[src/hdl/ppbs_pkg.sv]
// Package with widths, types and register codes of the point projection block.
`default_nettype none
package ppbs_pkg;

    localparam int DEF_COORD_FRAC_BITS = 12;

    localparam int COEF_W  = 16;
    localparam int COORD_W = 24;
    localparam int PROD_W  = 40;
    localparam int PAIR_W  = PROD_W + 1;
    localparam int CLIP_W  = PROD_W + 3;
    localparam int NSUM_W  = CLIP_W + 1;
    localparam int DEN_W   = NSUM_W;
    localparam int VP_W    = 16;
    localparam int NUM_W   = NSUM_W + VP_W + 1;
    localparam int Q_W     = 22;
    localparam int REM_W   = DEN_W + Q_W;
    localparam int DIV_STAGES = Q_W + 1;
    localparam int PIX_W   = 21;
    localparam int SUM_W   = PIX_W + 3;
    localparam int BOX_W   = 16;
    localparam int CFG_IDX_W = 3;
    localparam int CFG_DATA_W = 64;

    localparam logic signed [PIX_W-1:0] PIX_MAX = {1'b0, {(PIX_W-1){1'b1}}};
    localparam logic signed [PIX_W-1:0] PIX_MIN = {1'b1, {(PIX_W-1){1'b0}}};

    typedef enum logic [CFG_IDX_W-1:0] {
        REG_ROW_X    = 3'd0,
        REG_ROW_Y    = 3'd1,
        REG_ROW_W    = 3'd2,
        REG_VIEWPORT = 3'd3,
        REG_BOX_LO   = 3'd4,
        REG_BOX_HI   = 3'd5,
        REG_MODE     = 3'd6
    } reg_index_t;

    typedef struct packed {
        logic shown;
        logic wz;
    } ctl_t;

    typedef struct packed {
        logic [NUM_W-1:0] mag;
        logic             neg;
    } num_t;

    typedef struct packed {
        logic [REM_W-1:0] rem;
        logic [Q_W-1:0]   q;
        logic             neg;
        logic             ovf;
    } lane_t;

    typedef struct packed {
        logic [Q_W-1:0] q;
        logic           neg;
        logic           ovf;
    } quo_t;

endpackage
`default_nettype wire

[src/hdl/ppbs_screen.sv]
// Screen stages: signed quotient plus origin with saturation, then the box test and mode select.
`default_nettype none
module ppbs_screen (
    input  wire logic                         clk,
    input  wire logic                         rst_n,
    input  wire logic                         en,
    input  wire logic                         in_valid,
    input  wire ppbs_pkg::ctl_t               in_ctl,
    input  wire ppbs_pkg::quo_t               quo_x,
    input  wire ppbs_pkg::quo_t               quo_y,
    input  wire logic [ppbs_pkg::VP_W-1:0]    origin_x,
    input  wire logic [ppbs_pkg::VP_W-1:0]    origin_y,
    input  wire logic [31:0]                  box_lo,
    input  wire logic [31:0]                  box_hi,
    input  wire logic                         mode,
    output logic                              out_valid,
    output logic                              shown_out,
    output logic                              inside_box,
    output logic signed [ppbs_pkg::PIX_W-1:0] pixel_x,
    output logic signed [ppbs_pkg::PIX_W-1:0] pixel_y,
    output logic                              w_zero
);
    localparam int PW = ppbs_pkg::PIX_W;
    localparam int SW = ppbs_pkg::SUM_W;
    localparam int BE = ppbs_pkg::PIX_W - ppbs_pkg::BOX_W;

    logic [1:0] valid_reg;
    ppbs_pkg::ctl_t ctl_reg;
    logic signed [PW-1:0] sx_reg, sy_reg;
    logic shown_reg, inside_reg, wz_reg;
    logic signed [PW-1:0] px_reg, py_reg;
    logic signed [PW-1:0] lo_x, lo_y, hi_x, hi_y;
    logic inside_next;

    function automatic logic signed [PW-1:0] to_pix(ppbs_pkg::quo_t q,
                                                    logic [ppbs_pkg::VP_W-1:0] org);
        logic signed [SW-1:0] qs;
        logic signed [SW-1:0] sum;
        logic signed [SW-1:0] hi;
        logic signed [SW-1:0] lo;
        qs  = $signed({{(SW-ppbs_pkg::Q_W){1'b0}}, q.q});
        qs  = q.neg ? -qs : qs;
        sum = qs + $signed({{(SW-ppbs_pkg::VP_W){1'b0}}, org});
        hi  = ppbs_pkg::PIX_MAX;
        lo  = ppbs_pkg::PIX_MIN;
        if (q.ovf)
        begin
            return q.neg ? ppbs_pkg::PIX_MIN : ppbs_pkg::PIX_MAX;
        end
        if (sum > hi)
        begin
            return ppbs_pkg::PIX_MAX;
        end
        if (sum < lo)
        begin
            return ppbs_pkg::PIX_MIN;
        end
        return PW'(sum);
    endfunction

    assign lo_x = $signed({{BE{box_lo[15]}}, box_lo[15:0]});
    assign lo_y = $signed({{BE{box_lo[31]}}, box_lo[31:16]});
    assign hi_x = $signed({{BE{box_hi[15]}}, box_hi[15:0]});
    assign hi_y = $signed({{BE{box_hi[31]}}, box_hi[31:16]});
    assign inside_next = (sx_reg >= lo_x) && (sx_reg <= hi_x)
                      && (sy_reg >= lo_y) && (sy_reg <= hi_y);

    always_ff @(posedge clk or negedge rst_n)
    begin
        if (!rst_n)
        begin
            valid_reg <= '0;
        end
        else if (en)
        begin
            valid_reg <= {valid_reg[0], in_valid};
        end
    end

    always_ff @(posedge clk)
    begin
        if (en)
        begin
            ctl_reg <= in_ctl;
            sx_reg  <= to_pix(quo_x, origin_x);
            sy_reg  <= to_pix(quo_y, origin_y);
            if (!ctl_reg.shown || ctl_reg.wz)
            begin
                shown_reg  <= ctl_reg.shown;
                inside_reg <= 1'b0;
                px_reg     <= '0;
                py_reg     <= '0;
                wz_reg     <= ctl_reg.shown;
            end
            else
            begin
                shown_reg  <= mode ? !inside_next : inside_next;
                inside_reg <= inside_next;
                px_reg     <= sx_reg;
                py_reg     <= sy_reg;
                wz_reg     <= 1'b0;
            end
        end
    end

    assign out_valid  = valid_reg[1];
    assign shown_out  = shown_reg;
    assign inside_box = inside_reg;
    assign pixel_x    = px_reg;
    assign pixel_y    = py_reg;
    assign w_zero     = wz_reg;
endmodule
`default_nettype wire

[config.mk]
export PLATFORM = sky130hd
export DESIGN_NAME = ppbs_screen
export DESIGN_NICKNAME = d
export VERILOG_FILES = /design/src/hdl/ppbs_pkg.sv /design/src/hdl/ppbs_screen.sv
export SDC_FILE = /design/constraint.sdc
export NUM_CORES = 1
export LEC_CHECK = 0
export BUFFER_PORTS_ARGS = -buffer_cell sky130_fd_sc_hd__buf_2
export CELL_PAD_IN_SITES_DETAIL_PLACEMENT = 0
export CELL_PAD_IN_SITES_GLOBAL_PLACEMENT = 2
export CORE_UTILIZATION = 37
export DETAILED_ROUTE_END_ITERATION = 12
export PLACE_DENSITY_LB_ADDON = 0.1
export SYNTH_ARGS = -nofsm -noshare
export SYNTH_HDL_FRONTEND = slang
export SYNTH_SLANG_ARGS = --single-unit
[constraint.sdc]
create_clock -name clk -period 5.9 [get_ports clk]
set_input_delay 0.59 -clock clk [delete_from_list [all_inputs] [get_ports clk]]
set_output_delay 0.59 -clock clk [all_outputs]
set_load 0.005 [all_outputs]
Yosys cells after proc, flatten, opt, wreduce, memory -nomap -nowiden
Cells that the tools add are included.
{"block": "word_totals", "in_bits": 151, "latch_bits": 0, "out_inout_bits": 46, "ramBits": 0, "ff_bits": 91, "n_memories": 0, "rom_bits": 0}
{"block": "classes", "n_bitwise": 0, "eq_ne": 0, "mul": 0, "muxes": 36, "div": 0, "magnitude_cmp": 8, "shifts": 0, "n_reduce_logical": 6, "addsub": 4}
{"cell": "21-bit 2-to-1 mux", "count": 14}
{"cell": "24-bit by 17-bit adder with 24-bit output", "count": 2}
{"cell": "24-bit by 21-bit greater-than comparator with 1-bit output (second input constant)", "count": 2}
{"cell": "24-bit by 21-bit less-than comparator with 1-bit output (second input constant)", "count": 2}
{"cell": "24-bit 2-to-1 mux", "count": 2}
{"cell": "22-bit negator with 24-bit output", "count": 2}
{"cell": "21-bit by 16-bit greater-or-equal comparator with 1-bit output", "count": 2}
{"cell": "21-bit by 16-bit <= comparator with 1-bit output", "count": 2}
{"cell": "1-bit 2-to-1 mux", "count": 20}
{"cell": "1-bit logical AND", "count": 3}
{"cell": "1-bit zero test", "count": 2}
{"cell": "1-bit logical OR", "count": 1}

Logic depth before layout (Yosys ltp)
Gate-level depths: netlist of the first run.
{"block": "logic_depth", "ltp_word": 13, "mapped_depth": 17, "mapped_depth_nobuf": 16}

Worst setup path after synthesis of the first run
Ideal clock, no wire load.
{"block": "synth_timing", "kind": "input-to-reg", "from": "input port quo_x[1] (netlist name)", "to": "register sx_reg[10] (data pin)", "setup_time_ns": 0.270, "t_arrival_ns": 4.085, "path_slack_ns": 1.545, "path_stages": 16, "path_cell_list": "clkbuf_1 clkbuf_1 clkbuf_1 clkbuf_1 o21ai_0 ha_1 a21o_1 and4_1 o21a_1 or2_2 a221o_1 o2111ai_1 a31oi_1 a31oi_1 clkbuf_1 o21ai_0"}
{"block": "synth_via", "elab_chain_cells": 10, "elab_cells_between_ends": 18}
{"item": "start: declaration", "line_no": "ppbs_screen.sv:9", "source": "input wire ppbs_pkg::quo_t quo_x,"}
{"item": "24-bit 2-to-1 mux", "line_no": "ppbs_screen.sv:42", "source": "qs = q.neg ? -qs : qs;"}
{"item": "24-bit by 17-bit adder with 24-bit output", "line_no": "ppbs_screen.sv:43", "source": "sum = qs + $signed({{(SW-ppbs_pkg::VP_W){1'b0}}, org});"}
{"item": "24-bit by 21-bit less-than comparator with 1-bit output", "line_no": "ppbs_screen.sv:54", "source": "if (sum < lo)"}
{"item": "1-bit 2-to-1 mux (2 in a row)", "line_no": "ppbs_screen.sv:54"}
{"item": "1-bit 2-to-1 mux", "line_no": "ppbs_screen.sv:50", "source": "if (sum > hi)"}
{"item": "1-bit 2-to-1 mux", "line_no": "ppbs_screen.sv:82", "source": "if (en)"}
{"item": "21-bit 2-to-1 mux", "line_no": "ppbs_screen.sv:58", "source": "return PW'(sum);"}
{"item": "21-bit 2-to-1 mux", "line_no": "ppbs_screen.sv:54"}
{"item": "21-bit 2-to-1 mux *", "line_no": "ppbs_screen.sv:50"}
{"item": "end signal: assignment", "line_no": "ppbs_screen.sv:85", "source": "sx_reg <= to_pix(quo_x, origin_x);"}
{"item": "end: declaration", "line_no": "ppbs_screen.sv:29", "source": "logic signed [PW-1:0] sx_reg, sy_reg;"}
Every way passes the cells marked *; elsewhere a longest branch is shown, timed or not. The select of a mux whose other input is x is not followed.
A chain may end at the register's enable or synchronous reset.

Worst setup path after layout of the first run
{"block": "layout_timing", "from": "input port quo_y[5] (netlist name)", "to": "register sy_reg[7] (data pin)"}
{"block": "layout_via", "elab_chain_cells": 11, "elab_cells_between_ends": 17}
{"item": "start: declaration", "line_no": "ppbs_screen.sv:10", "source": "input wire ppbs_pkg::quo_t quo_y,"}
{"item": "22-bit negator with 24-bit output", "line_no": "ppbs_screen.sv:42"}
{"item": "24-bit 2-to-1 mux *", "line_no": "ppbs_screen.sv:42"}
{"item": "24-bit by 17-bit adder with 24-bit output *", "line_no": "ppbs_screen.sv:43"}
{"item": "24-bit by 21-bit less-than comparator with 1-bit output", "line_no": "ppbs_screen.sv:54"}
{"item": "1-bit 2-to-1 mux (2 in a row)", "line_no": "ppbs_screen.sv:54"}
{"item": "1-bit 2-to-1 mux", "line_no": "ppbs_screen.sv:50"}
{"item": "1-bit 2-to-1 mux", "line_no": "ppbs_screen.sv:82"}
{"item": "21-bit 2-to-1 mux", "line_no": "ppbs_screen.sv:58"}
{"item": "21-bit 2-to-1 mux *", "line_no": "ppbs_screen.sv:54"}
{"item": "21-bit 2-to-1 mux *", "line_no": "ppbs_screen.sv:50"}
{"item": "end signal: assignment", "line_no": "ppbs_screen.sv:86", "source": "sy_reg <= to_pix(quo_y, origin_y);"}
{"item": "end: declaration", "line_no": "ppbs_screen.sv:29"}
Marks and branches as above.

==> out/results.ini, run 1 <==
[clock_network]
clk_pin_slew_worst_paths_ns = 0.06
root_buffer = clkbuf_16
clk_path_buf_depth = 2
numCtsBuffers = 9
cts_setup_buffers = 0
tritoncts = done
cts_resized = 0
cts_hold_buf = 0
h-tree-depth = 3
clock_sinks = 91
clock_latency_ns = 0.34

[synthesis]
synthDistinctLibCells = 81
yosysWarnings = 0
syn_avg_cell_area_um2 = 9.43
netlist_area_mm2 = 0.00874
syn_nets = 1204
async_flop_share = 0.0220
ys_seq_area_frac = 0.311
syn_inst = 927
ys_ff_latch = 91
ys.flop_type = edfxtp_1
synth_edf_count = 89

[finish]
multi_input_comb_area_mm2 = 0.00560
final_cell_mix = buf_2, ha_1, edfxtp_1, inv_1, o21ai_0
fin_nets = 1394
area_delta_synth_final_pct = 18.5
seqCellArea_mm2 = 0.00272
final_common_cell = buf_2
drive_gt1_frac = 0.225
antenna_cells = 0
fin_area_mm2 = 0.0104
fillCellCount = 2287

[global_routing]
grt_first_pass_wirelength_um = 34900
grt_remaining_overflow = 0
antenna_found_initial = 1
grt_busiest_layer = met1
grt_max_degree = 48
met1_usage = 0.280
grt_usage = 0.181
met3_usage = 0.0200
grt_pass1_vias = 6899
grt_use_met2 = 0.265

[timing]
relSlewSlack = 0.577
fin_crit_ns = 4.14
finalCritPeriodShare = 0.701
fin_worst_skew_ns = 0.00757
fin_tns_setup_ns = 0
finalSetupViolations = 0
finalMaxSlewViolations = 0
fmax_ghz = 0.242
worst_pin_slew_ns = 0.626
hold_slack_ns = 0.0203
rsz0062_at_grt = no
hold_violations = 0

[drt]
wl_per_cell_um = 15.1
routed_via_density = 5.09
drtPass1Iterations = 5
via_count = 7309
drc_errors = 0
wl_um = 21600
drt_iter0_markers = 328
ant_nets = 0

[placed_design]
port_buffers = 196
dpl_cell_area_mm2 = 0.0101
place.gp.congestion = 0.813
hpwl_um = 18400

[floorplanning]
die-height_um = 156
ioPinCount = 197
dieArea_mm2 = 0.0242
num_rows = 55
start_util = 0.381
die_w_um = 156
coreArea_mm2 = 0.0229

[power_and_ir_drop]
power.density_mw_per_mm2 = 210
ir_drop_mv = 0.102
leakage_nw = 4.70

[setup_path]
cp-startpoint = quo_y[5]
rr_startpoint = sy_reg[1]$_DFFE_PP_
r2r_cells = 10
crit_type = in -> reg
start_kind = primary input
crit_required_ns = 5.98
worstPathArrival_ns = 4.21
crit_path_end_kind = flip-flop
crit_fanout = 18

[run]
max_cap_viol_count = 0

[worst_hold_path]
hold_path_class = in -> async

[status]
status = completed

-- final cells by class --
class	count	area share
multi-input cells	730	0.541
flip-flops and latches	91	0.263
repair buffers	200	0.0978
well taps	313	0.0378
inverters	85	0.0308
clock buffers	12	0.0248
clock inverters	4	0.00483
-- critical path, stage by stage --
cell and delay, ns:
buf_2 0.14, nor4_4 0.38, nand2_1 0.13, or3_1 0.34, o31a_1 0.25, xor2_1 0.17
ha_1 0.39, nand2_1 0.09, nor3_1 0.23, nand4b_1 0.18, a31o_2 0.29, a21o_1 0.17
xor2_1 0.14, and4b_4 0.26, nor2_8 0.28, o21ai_0 0.15
-- metal layers --
| layer | routed length (um) | up-vias | part of all wire |
|---|---|---|---|
| met5 | 13 | - | 0.00060 |
| met4 | 177 | 2 | 0.0082 |
| met2 | 8810 | 165 | 0.41 |
| met1 | 11800 | 3292 | 0.55 |
| li1 | - | 3836 | - |
| met3 | 813 | 14 | 0.038 |
-- worst paths after layout --
path / endpoint / slack (ns)
worst min-delay path: valid_reg[0]$_DFFE_PN0P_ / 0.02
max in group asynchronous: valid_reg[1]$_DFFE_PN0P_ / 5.79
min in group clk: ctl_reg[1]$_DFFE_PP_ / 0.43
worst max register to register: shown_out$_DFFE_PP_ / 3.03
worst min register to register: valid_reg[0]$_DFFE_PN0P_ / 0.51
worst max-delay path: sy_reg[7]$_DFFE_PP_ / 1.76
-- power breakdown --
part | internal (W) | leakage, nW | switching, W
Sequential | 0.000790 | 0.928 | 0.0000479
Combinational | 0.000342 | 3.63 | 0.000420
Clock | 0.000350 | 0.145 | 0.000226
-- synth_stat cells (all sizes together) (15+ instances only) --
master	number	share of area
ha	124	0.18
edfxtp	89	0.31
inv	85	0.037
o21ai	85	0.053
xnor2	50	0.050
a21oi	48	0.027
and2	47	0.034
nand2	42	0.018
nor2	38	0.018
a21o	30	0.026
xor2	27	0.027
nand4	21	0.016
clkbuf	19	0.0082
nand2b	16	0.011
nor2b	16	0.011
o21a	15	0.014
-- metrics by stage --
| stage | instances | setup slack [ns] | utilization | power [W] |
|---|---|---|---|---|
| 2_1_floorplan | 927 | 1.55 | - | 0.00136 |
| 3_3_place_gp | 1419 | 1.43 | 0.439 | 0.00162 |
| 3_5_place_dp | 1419 | 1.43 | 0.439 | 0.00162 |
| 4_1_cts | 1435 | 1.77 | 0.452 | 0.00220 |
| 5_1_grt | 1435 | 1.45 | 0.452 | 0.00234 |
| 6_report | 1435 | 1.76 | 0.452 | 0.00218 |
-- cell families (layout without fill, tap and decap cells) --
group,count (synthesis),count (layout),synth area share
compound gates,267,267,0.208
simple gates,254,254,0.166
fa+ha+maj,126,126,0.182
buf+inv,106,301,0.0477
flops,91,91,0.311
xor+xnor,77,77,0.0772
mux,6,6,0.00716
Power figures use the tool's default switching activity.
==> run 2: changes to the inputs <==
--- a/config.mk
+++ b/config.mk
@@ -8,7 +8,7 @@
 export BUFFER_PORTS_ARGS = -buffer_cell sky130_fd_sc_hd__buf_2
 export CELL_PAD_IN_SITES_DETAIL_PLACEMENT = 0
 export CELL_PAD_IN_SITES_GLOBAL_PLACEMENT = 2
-export CORE_UTILIZATION = 37
+export CORE_UTILIZATION = 34
 export DETAILED_ROUTE_END_ITERATION = 12
 export PLACE_DENSITY_LB_ADDON = 0.1
 export SYNTH_ARGS = -nofsm -noshare
==> constraint.sdc (replaced) <==
create_clock -name clk -period 4.2 [get_ports clk]
set_input_delay 0.42 -clock clk [delete_from_list [all_inputs] [get_ports clk]]
set_output_delay 0.42 -clock clk [all_outputs]
set_load 0.005 [all_outputs]
==> run 2 against run 1 <==
  * First-iteration DRC count up 34%
  * Non-clock buffer count up 21
  * Highest routed layer is now met4
  * Critical path depth up 1
  * Total power up 43%
==> out/results.ini, run 2 (synthesis results as in run 1) <==
[status]
status = completed

[drt]
via_count = 7341  ; +0.44%
wl_per_cell_um = 15.6  ; +3.3%
dr_wl_met2_um = 9190  ; +4.3%
drt_iter0_markers = 440  ; +34%
wl_um = 22900  ; +6.0%
routed_via_density = 4.98  ; -2.2%
drc_errors = 0  ; unchanged
drtPass1Iterations = 6  ; +1
top_layer = met4
wl_met1_um = 12700  ; +7.8%
ant_nets = 0  ; unchanged
dr_wl_met3_um = 866  ; +6.5%

[clock_network]
cts_setup_buffers = 0  ; unchanged
clk_path_buf_depth = 2  ; unchanged
tritoncts = done
numCtsBuffers = 9  ; unchanged
clk_pin_slew_worst_paths_ns = 0.07  ; about the same
clock_sinks = 91  ; unchanged
root_buffer = clkbuf_16
h-tree-depth = 3  ; unchanged
clock_latency_ns = 0.34  ; about the same

[finish]
final_common_cell = buf_2
fin_area_mm2 = 0.0106  ; +2.0%
fin_nets = 1415  ; +1.5%
area_delta_synth_final_pct = 20.9
post-route-util = 0.420  ; -0.0325
final_cell_mix = buf_2, ha_1, edfxtp_1, inv_1, o21ai_0
antenna_cells = 0  ; unchanged
drive_gt1_frac = 0.240  ; +0.0151

[floorplanning]
coreArea_mm2 = 0.0252  ; +9.9%
start_util = 0.347  ; -0.0343
die_w_um = 162  ; +4.3%
ioPinCount = 197  ; unchanged
dieArea_mm2 = 0.0264  ; +8.7%
die-height_um = 162  ; +4.3%
num_rows = 58  ; +5.5%

[run]
max_cap_viol_count = 0  ; unchanged

[timing]
fmax_ghz = 0.261
fin_worst_skew_ns = 0.0105  ; +0.00298 ns
rsz0062_at_grt = no
fin_crit_ns = 3.84
worst_pin_slew_ns = 0.776  ; +0.150 ns
finalCritPeriodShare = 0.913
relSlewSlack = 0.483  ; -0.0946
fin_tns_setup_ns = 0  ; unchanged
hold_violations = 0  ; unchanged
finalSetupViolations = 0  ; unchanged
finalMaxSlewViolations = 0  ; unchanged

[placed_design]
place.gp.congestion = 0.857  ; +5.4%
hpwl_um = 19400  ; +5.4%
port_buffers = 196  ; unchanged
dpl_cell_area_mm2 = 0.0102  ; +1.8%

[setup_path]
path_buf_inv = 2  ; +1
crit_family = simple AND/OR/NAND/NOR gates
reg2reg_to = shown_out$_DFFE_PP_
crit_fanout = 5  ; -13
worstPathArrival_ns = 3.92  ; -0.29 ns
crit_cells = 17  ; +1
crit_required_ns = 4.28  ; -1.70 ns
start_kind = primary input
r2r_cells = 9  ; -1
cp_slowest_cell = nor4_4
crit_chain = buf_2 -> nor4_4 -> nand2_1 -> or3_1 -> o31a_1 -> xor2_1 -> ha_1 -> nand2_1 -> nor3_1 -> nand4b_1 -> a31o_2 -> a21o_1 -> xor2_1 -> and4b_4 -> nor2_8 -> buf_4 -> o21ai_2
crit_type = in -> reg
crit_path_end_kind = flip-flop
rr_startpoint = sx_reg[10]$_DFFE_PP_
cpPeakStageDelay_ns = 0.38  ; about the same
reg2reg_slack_ns = 1.25  ; -1.78 ns

[power_and_ir_drop]
power.density_mw_per_mm2 = 294  ; +40%
ir_drop_mv = 0.170  ; +66%
fin_total_pwr_w = 0.00311  ; +43%
leakage_nw = 4.81  ; +2.4%

[global_routing]
grt_max_degree = 62  ; +29%
grt_remaining_overflow = 0  ; unchanged
grt_pass1_vias = 6859  ; -0.58%
grt_usage = 0.173  ; -0.00790
grt_first_pass_wirelength_um = 36200  ; +3.7%
antenna_found_initial = 0  ; -1

[worst_hold_path]
hold_path_class = in -> reg
hold_start = in_ctl[1]
hold_end = ctl_reg[1]$_DFFE_PP_
hold_depth = 1

==> run 2: cell types whose count changed in the layout (fill, tap and decap cells not counted), sizes merged <==
| cell | delta |
|---|---|
| clkbuf | -2 |
| clkinvlp | -1 |
| dlygate4sd3 | +1 |
| clkinv | +1 |
| buf | +20 |
| inv | +2 |
==> run 2: area by class of cell <==
| cell class | instances | area, um2 |
|---|---|---|
| fillers | 2590 | 14600 |
| multi-input cells | 730 | 5610 |
| flip-flops and latches | 91 | 2720 |
| repair buffers | 221 | 1190 |
| well taps | 330 | 413 |
| inverters | 85 | 319 |
| clock buffers | 10 | 239 |
| clock inverters | 6 | 72.6 |
==> run 2: repair_timing <==
item / in CTS / in global routing
hold endpoints to repair: 2 / 0
setup endpoints to repair: 0 / 1
hold buffers: 1 / 0
resized for setup: 0 / 1
==> run 2: stage by stage <==
stage	instances	hold WS (ns)	setup WS (ns)
2_1_floorplan	927	0.124	0.0154
3_3_place_gp	1456	0.206	0.0896
3_5_place_dp	1456	0.212	0.0329
4_1_cts	1473	0.245	0.364
5_1_grt	1473	0.249	0.0449
6_report	1473	0.266	0.364
==> run 2: report_power, final <==
group	switching [W]	internal, W
registers	0.0000668	0.00111
logic	0.000603	0.000501
clock network	0.000345	0.000484
==> run 2: worst max-delay path by stage <==
stage,startpoint,endpoint,slack [ns]
2_1_floorplan,quo_x[1],sx_reg[10]$_DFFE_PP_,0.02
4_1_cts,quo_y[6],sy_reg[7]$_DFFE_PP_,0.36
3_3_place_gp,quo_y[5],sy_reg[9]$_DFFE_PP_,0.09
6_report,quo_y[6],sy_reg[15]$_DFFE_PP_,0.36
3_5_place_dp,quo_y[6],sy_reg[7]$_DFFE_PP_,0.03
5_1_grt,quo_y[6],sy_reg[7]$_DFFE_PP_,0.04
==> run 2: layer usage <==
metal  up-vias  track usage
li1       3862            -
met1      3309        0.279
met2       161        0.246
met3         9       0.0166
met4         0       0.0334
met5         -            0
==> run 2: worst reg2reg max path: stages, from the launching register on <==
cell	delay, ns
edfxtp_1	0.44
ha_1	0.32
a21o_1	0.18
a21o_1	0.17
a21oi_1	0.14
nor3_1	0.06
a2111oi_0	0.41
a222oi_1	0.19
nor4bb_1	0.62
mux2i_1	0.15
